$ cat src/rtl/kcat_pkg.sv
// Shared types, codes and helpers for the keyed case aggregation table.
package kcat_pkg;

    localparam int CITY_W  = 24;
    localparam int STATE_W = 7;
    localparam int CNT_W   = 32;
    localparam int SUM_W   = 48;
    localparam int DATE_W  = 32;
    localparam int KIND_W  = 3;
    localparam int FILL_W  = 6;

    // Sequencer states, also broadcast to the cells as the pass mode.
    localparam logic [1:0] ST_IDLE = 2'd0;
    localparam logic [1:0] ST_ADD  = 2'd1;
    localparam logic [1:0] ST_SUM  = 2'd2;
    localparam logic [1:0] ST_ROWS = 2'd3;

    localparam logic [KIND_W-1:0] KIND_INSERTED = 3'd0;
    localparam logic [KIND_W-1:0] KIND_MERGED   = 3'd1;
    localparam logic [KIND_W-1:0] KIND_FULL     = 3'd2;
    localparam logic [KIND_W-1:0] KIND_TOTAL    = 3'd3;
    localparam logic [KIND_W-1:0] KIND_ROW      = 3'd4;
    localparam logic [KIND_W-1:0] KIND_NOTFOUND = 3'd5;

    localparam logic ACT_ADD = 1'b0;

    typedef struct packed {
        logic [CITY_W-1:0]  city;
        logic [STATE_W-1:0] state;
        logic [CNT_W-1:0]   cases;
        logic [DATE_W-1:0]  date;
    } t_req;

    // Token that walks down the row of cells.
    typedef struct packed {
        logic              act;
        logic              hit;
        logic [SUM_W-1:0]  sum;
        logic [FILL_W-1:0] cnt;
    } t_tok;

    // Entry offered by a cell in the cycle the token visits it.
    typedef struct packed {
        logic               hit;
        logic [CITY_W-1:0]  city;
        logic [STATE_W-1:0] state;
        logic [SUM_W-1:0]   cases;
        logic [DATE_W-1:0]  date;
    } t_sel;

    function automatic logic [SUM_W-1:0] sat_add48(input logic [SUM_W-1:0] a,
                                                   input logic [SUM_W-1:0] b);
        logic [SUM_W:0] s;
        s = {1'b0, a} + {1'b0, b};
        return s[SUM_W] ? {SUM_W{1'b1}} : s[SUM_W-1:0];
    endfunction

endpackage

$ cat src/rtl/kcat_cell.sv
// One table entry plus its stage of the walking token.
module kcat_cell
    import kcat_pkg::*;
(
    input  logic       i_clk,
    input  logic       i_rst_n,
    input  logic [1:0] i_mode,
    input  t_req       i_req,
    input  logic       i_valid,
    input  logic       i_wr,
    input  t_tok       i_tok,
    output t_tok       o_tok,
    output t_sel       o_sel
);

    logic [CITY_W-1:0]  r_city;
    logic [STATE_W-1:0] r_state;
    logic [SUM_W-1:0]   r_cases;
    logic [DATE_W-1:0]  r_date;
    t_tok               r_tok;
    t_tok               n_tok;

    logic               state_m;
    logic               key_m;
    logic               add_hit;
    logic               row_hit;
    logic               sel_hit;
    logic [SUM_W-1:0]   new_cases;
    logic [DATE_W-1:0]  new_date;

    assign state_m   = (r_state == i_req.state);
    assign key_m     = state_m && (r_city == i_req.city);
    assign add_hit   = i_tok.act && i_valid && (i_mode == ST_ADD) && !i_tok.hit && key_m;
    assign row_hit   = i_tok.act && i_valid && state_m;
    assign sel_hit   = add_hit | ((i_mode == ST_ROWS) && row_hit);
    assign new_cases = sat_add48(r_cases, {{(SUM_W-CNT_W){1'b0}}, i_req.cases});
    assign new_date  = (i_req.date >= r_date) ? i_req.date : r_date;

    always_comb begin
        n_tok = i_tok;
        unique case (i_mode)
            ST_ADD: begin
                n_tok.hit = i_tok.hit | add_hit;
            end
            ST_SUM: begin
                if (row_hit) begin
                    n_tok.sum = sat_add48(i_tok.sum, r_cases);
                    n_tok.cnt = i_tok.cnt + FILL_W'(1);
                end
            end
            ST_ROWS: begin
                n_tok = i_tok;
            end
            default: begin
                n_tok.act = 1'b0;
            end
        endcase
    end

    // Offer nothing unless this cell holds the token and hits, so the OR stays clean.
    always_comb begin
        o_sel.hit   = sel_hit;
        o_sel.city  = sel_hit ? r_city : '0;
        o_sel.state = sel_hit ? r_state : '0;
        o_sel.cases = sel_hit ? (add_hit ? new_cases : r_cases) : '0;
        o_sel.date  = sel_hit ? (add_hit ? new_date : r_date) : '0;
    end

    always_ff @(posedge i_clk) begin
        if (!i_rst_n) begin
            r_tok <= '0;
        end else begin
            r_tok <= n_tok;
        end
    end

    always_ff @(posedge i_clk) begin
        if (i_wr) begin
            r_city  <= i_req.city;
            r_state <= i_req.state;
            r_cases <= {{(SUM_W-CNT_W){1'b0}}, i_req.cases};
            r_date  <= i_req.date;
        end else if (add_hit) begin
            r_cases <= new_cases;
            r_date  <= new_date;
        end
    end

    assign o_tok = r_tok;

endmodule

$ cat config.mk
export PLATFORM = sky130hd
export DESIGN_NAME = kcat_cell
export DESIGN_NICKNAME = d
export VERILOG_FILES = /design/src/rtl/kcat_pkg.sv /design/src/rtl/kcat_cell.sv
export SDC_FILE = /design/constraint.sdc
export NUM_CORES = 1
export LEC_CHECK = 0
export BUFFER_PORTS_ARGS = -buffer_cell sky130_fd_sc_hd__buf_2
export CAP_MARGIN = 20
export CORE_ASPECT_RATIO = 0.5
export CORE_MARGIN = 3
export CORE_UTILIZATION = 45
export CTS_BUF_LIST = sky130_fd_sc_hd__clkbuf_2
export CTS_CLUSTER_DIAMETER = 60
export DETAILED_ROUTE_END_ITERATION = 12
export PLACE_DENSITY = 0.69
export SYNTH_ARGS = -nofsm -noshare
export SYNTH_HDL_FRONTEND = slang
export SYNTH_SLANG_ARGS = --single-unit
$ cat constraint.sdc
create_clock -name i_clk -period 5.84 [get_ports i_clk]
set_input_delay 0.292 -clock i_clk [delete_from_list [all_inputs] [get_ports i_clk]]
set_output_delay 0.292 -clock i_clk [all_outputs]
set_load 0.02 [all_outputs]
==> results by group, run 1 <==
Outcome
  • Outcome: completed

Timing
  • Final min period: 4930 ps
  • Max Clock Freq: 0.203 GHz
  • Worst-Margin Slew: 1030 ps
  • Tcrit/Tclk final: 84.4%
  • Max-slew headroom: 30.8%
  • Post-Route Setup TNS: 0 ps
  • Fin. max-slew vios: 0
  • Final hold vios: 0
  • Skew final: 49.5 ps
  • Setup WS post-layout: 911 ps
  • Hold slack: 105 ps
  • # setup viols final: 0
  • RSZ-0062 raised after global routing: false

Power and ir drop
  • Sequential power share: 43.3%
  • Clock share of power: 20.9%
  • Internal power: 0.00192 W
  • Sw Share: 36.9%
  • Net Sw Power: 0.00113 W
  • Power per cell area: 182 nW/um2
  • Share of total power in combinational logic: 35.8%
  • Static Leak: 8.03 nW
  • Maximum VDD drop: 0.000120 V

Synth
  • Distinct cells, synth: 90
  • Largest area contributor in the netlist: dfxtp_1
  • Compound-Gate Fraction of Synth Area: 23.8%
  • Syn nets: 1782
  • Post-synthesis mux area share: 6.97%
  • Post-synth top cells: a21oi_1, o21ai_0, dfxtp_1, nor2_1, nand2_1
  • Asr flop ratio synth: 0%
  • Synth Area in Simple Gates: 17.5%
  • Synth top area share: 21.4%
  • Synth Area in Adders: 11.4%
  • FF+latch count, synth: 167
  • Post-synth top flop: dfxtp_1
  • Largest family of logic cells by synthesized area: compound AO/OA/AOI/OAI gates
  • Syn_area_per_cell: 8.41 um2
  • Synthesized instance count: 1510
  • Synth Area in XOR/XNOR: 7.31%
  • Post-synth EDFFs: 31
  • Seq/Total Area, Yosys: 28.8%
  • Post-Syn Area: 12700 um2
  • Count leader, synth: a21oi_1
  • Top area cells in the synthesized netlist: dfxtp_1, ha_1, edfxtp_1
  • Yosys Warn Count: 0

Worst setup path
  • R2R Path Start: r_cases[0]$_DFF_P_
  • Startpoint class of the critical path: flop
  • Worst setup path category: reg2out
  • CP endpoint kind: output port
  • Arr. time, crit path: 4640 ps
  • Worst r2r path cells: 11
  • CP required: 5550 ps
  • CP Max Fanout: 10
  • Crit path launch: r_cases[0]$_DFF_P_

Floorplan
  • Num ports: 325
  • Die extent in y: 125 um
  • Starting Density: 46.9%
  • Die Width: 244 um
  • Core area: 27100 um2
  • # rows: 42
  • Die area: 30400 um2

Worst hold path
  • Min-Delay Path Depth: 5
  • Min-delay src: i_valid
  • Min-Delay Path Class: in2reg

Global route
  • First-pass GRT wire length: 67200 um
  • Met3 usage: 6.00%
  • Antenna violations before repair: 1
  • Met2 Usage GRT: 46.9%
  • Vias in the first global route: 12759
  • Gr ovfl total: 0
  • Largest net degree at the start of global routing: 63
  • Gr usage total: 27.4%
  • M1 GR Usage: 33.7%
  • GRT busiest layer: met2

Route
  • # DRC: 0
  • Drt first-iter violations: 922
  • Final wirelength: 42900 um
  • Via count: 13292
  • DRT Pass-1 Iters: 6
  • Drt wl/cell: 18.1 um
  • Vias per cell: 5.59
  • Remaining antenna violation count after routing: 0

Placement
  • Port Buf Inserts: 324
  • Dpl ws: 1780 ps
  • GPL Wtd Cong: 0.886
  • Final HPWL DP: 30900 um

Layout
  • Area Overhead vs Synth: 31.6%
  • Area occupied by registers: 3650 um2
  • Nets: 2261
  • Layout cells sized above 1: 22.0%
  • Multi-input logic area: 8550 um2
  • # fillers: 2434

CTS
  • CTS clk-pin slew, worst paths: 270 ps
  • Quantity of gates resized following cts: 0
  • Clock Tree Root: clkbuf_2
  • H-tree levels: 4
  • CTS Buffer Depth: 2
  • CTS tree: built
  • CTS sink count: 167
  • Clock latency on the worst-skew pair: 870 ps
  • CTS buffer count: 17

Flow run
  • Max Cap Viol: 0
## cells by family (layout without fill, tap and decap cells)
group           count (synthesis)  count (layout)
compound gates                480             480
simple gates                  447             447
flops                         167             167
buf+inv                       122             614
fa+ha+maj                     115             115
xor+xnor                      106             106
mux                            73              73
other cells                     0               1
## metal layers
layer | vias up | share of wire, % | routed length, um
li1 | 6471 | - | -
met1 | 6203 | 42 | 18200
met2 | 501 | 48 | 20500
met3 | 117 | 6.2 | 2650
met4 | 0 | 3.9 | 1660
met5 | - | 0 | 0
## stage by stage
step                area, um2  total power (W)  utilization, %  instances
floorplan               12700          0.00203               -       1510
global placement        14600          0.00230            53.7       2150
detailed placement      14600          0.00230            53.7       2150
CTS                     16700          0.00304            61.7       2376
global route            16700          0.00322            61.7       2377
finish                  16700          0.00305            61.7       2377
## placed cells by master, fill, tap and decap left out, drive strengths merged, types with 13 or more instances in the layout
| cell type | count |
|---|---|
| xor2 | 56 |
| buf | 333 |
| xnor2 | 50 |
| edfxtp | 31 |
| dlygate4sd3 | 194 |
| a31oi | 15 |
| and3 | 13 |
| ha | 113 |
| o22ai | 14 |
| nand2 | 123 |
| o21bai | 15 |
| nand3 | 24 |
| a211oi | 17 |
| mux2i | 39 |
| nor2b | 42 |
| mux2 | 34 |
| dfxtp | 136 |
| nor2 | 127 |
| and2 | 17 |
| o21ai | 153 |
| nor4 | 14 |
| inv | 59 |
| nand4 | 20 |
| clkbuf | 17 |
| a21o | 51 |
| a21oi | 139 |
| nor3 | 23 |
## path summary, 6_finish.rpt
check / to / slack (ps)
worst min-delay path: o_tok[54]$_SDFF_PN0_ / 100
worst max register to register: o_tok[17]$_SDFF_PN0_ / 1220
worst min register to register: r_date[31]$_DFF_P_ / 550
worst max-delay path: o_sel[39] / 910
## flip-flops by register name, summed over array words and instances (netlist names)
register	flops
o_tok	56
r_city	24
r_cases	48
r_date	32
r_state	7
## cell type report
type	count	area share (%)
clock buffers	17	0.509
well taps	374	2.80
repair buffers	527	21.7
flip-flops and latches	167	21.8
clock inverters	15	0.763
multi-input cells	1221	51.1
inverters	55	1.23
diodes	1	0.0150
## worst max-delay path, stage by stage (launching register included)
cell and delay (ps):
dfxtp_1 390, ha_1 220, fa_1 430, a211oi_1 320
o21ai_1 140, and3_2 240, o21ai_1 230, o211ai_1 310
a311oi_2 700, buf_4 300, nand2_1 60, o21ai_0 150
nor2_1 100, buf_2 180
## power by group through the flow
stage | sequential [W] | clock, W | combinational (W)
final | 0.00132 | 0.000636 | 0.00109
after global routing | 0.00133 | 0.000694 | 0.00120
after CTS | 0.00132 | 0.000650 | 0.00107
after detailed placement | 0.00134 | 0 | 0.000961
after global placement | 0.00134 | 0 | 0.000957
after floorplan | 0.00135 | 0 | 0.000681
## timing repair
item                                   in CTS  in global routing
hold buffers                              194                  0
endpoints found under the hold margin     173                  0
setup buffers                               0                  0
(Power assumes the default switching activity.)
==> run 2, diff against run 1 <==
ABC_AREA = 1   (was unset)
PLACE_DENSITY = 0.67   (was 0.69)
clock period = 4.6 ns   (was 5.84 ns; I/O delays follow)
==> results by group, run 2 <==
Power and ir drop
  • Sw Share: 42.1%
  • Sequential power share: 39.6%
  • Net Sw Power: 0.00178 W
  • Internal power: 0.00244 W
  • Share of total power in combinational logic: 40.1%
  • Static Leak: 11.5 nW
  • Clock share of power: 20.2%
  • Power per cell area: 204 nW/um2
  • Maximum VDD drop: 0.000141 V

CTS
  • Clock Tree Root: clkbuf_2
  • CTS tree: built
  • CTS buffer count: 17
  • Post-CTS setup buffers: 0
  • CTS Buffer Depth: 2
  • H-tree levels: 4
  • Clock latency on the worst-skew pair: 930 ps
  • CTS clk-pin slew, worst paths: 310 ps
  • CTS sink count: 167

Synth
  • Synth Area in XOR/XNOR: 3.24%
  • Synthesized instance count: 2721
  • Seq/Total Area, Yosys: 23.3%
  • Post-synth top flop: dfxtp_1
  • FF+latch count, synth: 167
  • Yosys Warn Count: 0
  • Compound-Gate Fraction of Synth Area: 9.08%
  • Post-synth EDFFs: 31
  • Top area cells in the synthesized netlist: nand2_1, dfxtp_1, inv_1
  • Syn nets: 2993
  • Largest family of logic cells by synthesized area: simple AND/OR/NAND/NOR gates
  • Largest area contributor in the netlist: nand2_1
  • Synth Area in Adders: 9.28%
  • Syn_area_per_cell: 5.76 um2
  • Asr flop ratio synth: 0%
  • Post-synth top cells: nand2_1, inv_1, nor2_1, nand3_1, a21oi_1
  • Synth Area in Simple Gates: 42.4%
  • Post-synthesis mux area share: 0%
  • Synth top area share: 22.6%
  • Post-Syn Area: 15700 um2
  • Count leader, synth: nand2_1
  • Distinct cells, synth: 43

Route
  • Vias per cell: 5.09
  • Remaining antenna violation count after routing: 0
  • Met2 Wirelength: 28200 um
  • Final wirelength: 62000 um
  • Via count: 19237
  • # DRC: 0
  • Met1 Wirelength: 26900 um
  • Drt first-iter violations: 1527
  • DRT Pass-1 Iters: 5
  • Detail Route met3 WL: 5480 um
  • Drt wl/cell: 16.4 um
  • Max Used Layer: met5

Worst setup path
  • Critical Path End: o_sel[36]
  • WP buf/inv: 3
  • Worst R2R End: o_tok[0]$_SDFF_PN0_
  • Worst r2r path cells: 10
  • Worst setup path category: reg2out
  • Worst path depth: 11
  • Crit path launch: r_city[16]$_DFFE_PP_
  • Crit-path leading delay family: simple AND/OR/NAND/NOR gates
  • R2R Path Start: r_state[0]$_DFFE_PP_
  • Slowest-stage cell, CP: edfxtp_1
  • Arr. time, crit path: 4040 ps
  • CP endpoint kind: output port
  • CP Cell Sequence: xnor2_1 -> nand2_1 -> nor2_1 -> nand3_1 -> nor2_2 -> nand2_2 -> nand2_4 -> clkinv_2 -> buf_6 -> nor3_1 -> buf_2
  • CP required: 4370 ps
  • Startpoint class of the critical path: flop
  • R2r setup slk: 1030 ps
  • Slowest stage delay, CP: 480 ps
  • CP Max Fanout: 73

Timing
  • Skew final: 64.4 ps
  • Max-slew headroom: 34.1%
  • Max Clock Freq: 0.234 GHz
  • # setup viols final: 0
  • Fin. max-slew vios: 0
  • Tcrit/Tclk final: 92.8%
  • RSZ-0062 raised after global routing: false
  • Post-Route Setup TNS: 0 ps
  • Worst-Margin Slew: 985 ps
  • Final min period: 4270 ps
  • Final hold vios: 0

Layout
  • Area Overhead vs Synth: 31.9%
  • Layout cells sized above 1: 12.5%
  • Nets: 3567
  • Most common cell after layout, fill and taps aside: nand2_1
  • Final Util: 61.3%
  • Max reg flops: 56
  • Most frequent cells in the layout: nand2_1, inv_1, nor2_1, buf_2, dlygate4sd3_1

Outcome
  • Outcome: completed

Global route
  • Antenna violations before repair: 3
  • Vias in the first global route: 17843
  • First-pass GRT wire length: 95400 um
  • Gr usage total: 32.6%
  • Largest net degree at the start of global routing: 81
  • Gr ovfl total: 0

Worst hold path
  • Min-Delay Path Class: in2reg

Floorplan
  • Core area: 33700 um2
  • # rows: 47
  • Die extent in y: 138 um
  • Num ports: 325
  • Starting Density: 46.5%
  • Die Width: 270 um
  • Die area: 37200 um2

Placement
  • GPL Wtd Cong: 1.02
  • Final HPWL DP: 47400 um
  • Port Buf Inserts: 324

Flow run
  • Max Cap Viol: 0
## run 2: changes by cell type after synthesis, moves of 21 or more
cell and delta:
nand3_1 +173, inv_1 +379, a21o_1 -44, mux2i_1 -39, nand4_1 +21, mux2_4 -30
nor2b_1 -41, xor2_1 -35, nand2_1 +821, nor2_1 +220, o21ai_0 -49
## run 2: how the worst min path moves through the flow
stage	depth (start not counted)	from	slack, ps	end
final	2	i_req[66]	90	r_state[2]$_DFFE_PP_
after global placement	1	i_req[67]	440	r_state[3]$_DFFE_PP_
after floorplan	0	i_req[71]	330	r_city[0]$_DFFE_PP_
after CTS	4	i_req[13]	2	r_date[13]$_DFF_P_
after detailed placement	1	i_req[70]	440	r_state[6]$_DFFE_PP_
after global routing	2	i_req[66]	5	r_state[2]$_DFFE_PP_
## run 2: layout make-up
class,instances,area (um2)
Antenna cell,3,7.51
Inverter,442,1660
Clock buffer,17,85.1
Timing Repair Buffer,614,4500
Fill cell,3302,13000
Tap cell,465,582
Multi-Input combinational cell,2053,10000
Sequential cell,167,3650
Clock inverter,15,150
## run 2: cell families (layout without fill, tap and decap cells)
kind of cell	Yosys count	after routing
other cells	0	3
compound gates	270	270
simple gates	1610	1610
buf+inv	501	1088
xor+xnor	58	58
flops	167	167
fa+ha+maj	115	115
## run 2: layer usage
layer	vias to the layer above	GRT usage [%]
li1	9639	-
met1	8713	42.8
met2	784	55.4
met3	99	5.98
met4	2	9.26
met5	-	0
## run 2: timing repair
item                                   in CTS  in global routing
hold buffers                              278                  0
setup endpoints to repair                   0                 30
endpoints found under the hold margin     183                  0
gates resized for setup                     0                  1
## run 2: per-stage QoR
step                std cells  area (um2)  hold slack, ps  setup WS (ps)  total power [W]
finish                   3776       20700            92.4            329          0.00422
global route             3775       20700            4.95           1.06          0.00450
CTS                      3773       20700            1.71            213          0.00421
detailed placement       3463       17600             442           1330          0.00315
global placement         3463       17600             439           1430          0.00314
floorplan                2721       15700             329           2140          0.00267
## run 2: power by group through the flow
stage / Sequential [W] / Combinational, W / Clock, W
after global placement: 0.00169 / 0.00145 / 0
after CTS: 0.00167 / 0.00165 / 0.000884
after floorplan: 0.00170 / 0.000977 / 0
after detailed placement: 0.00170 / 0.00146 / 0
after global routing: 0.00168 / 0.00188 / 0.000940
final: 0.00167 / 0.00169 / 0.000854
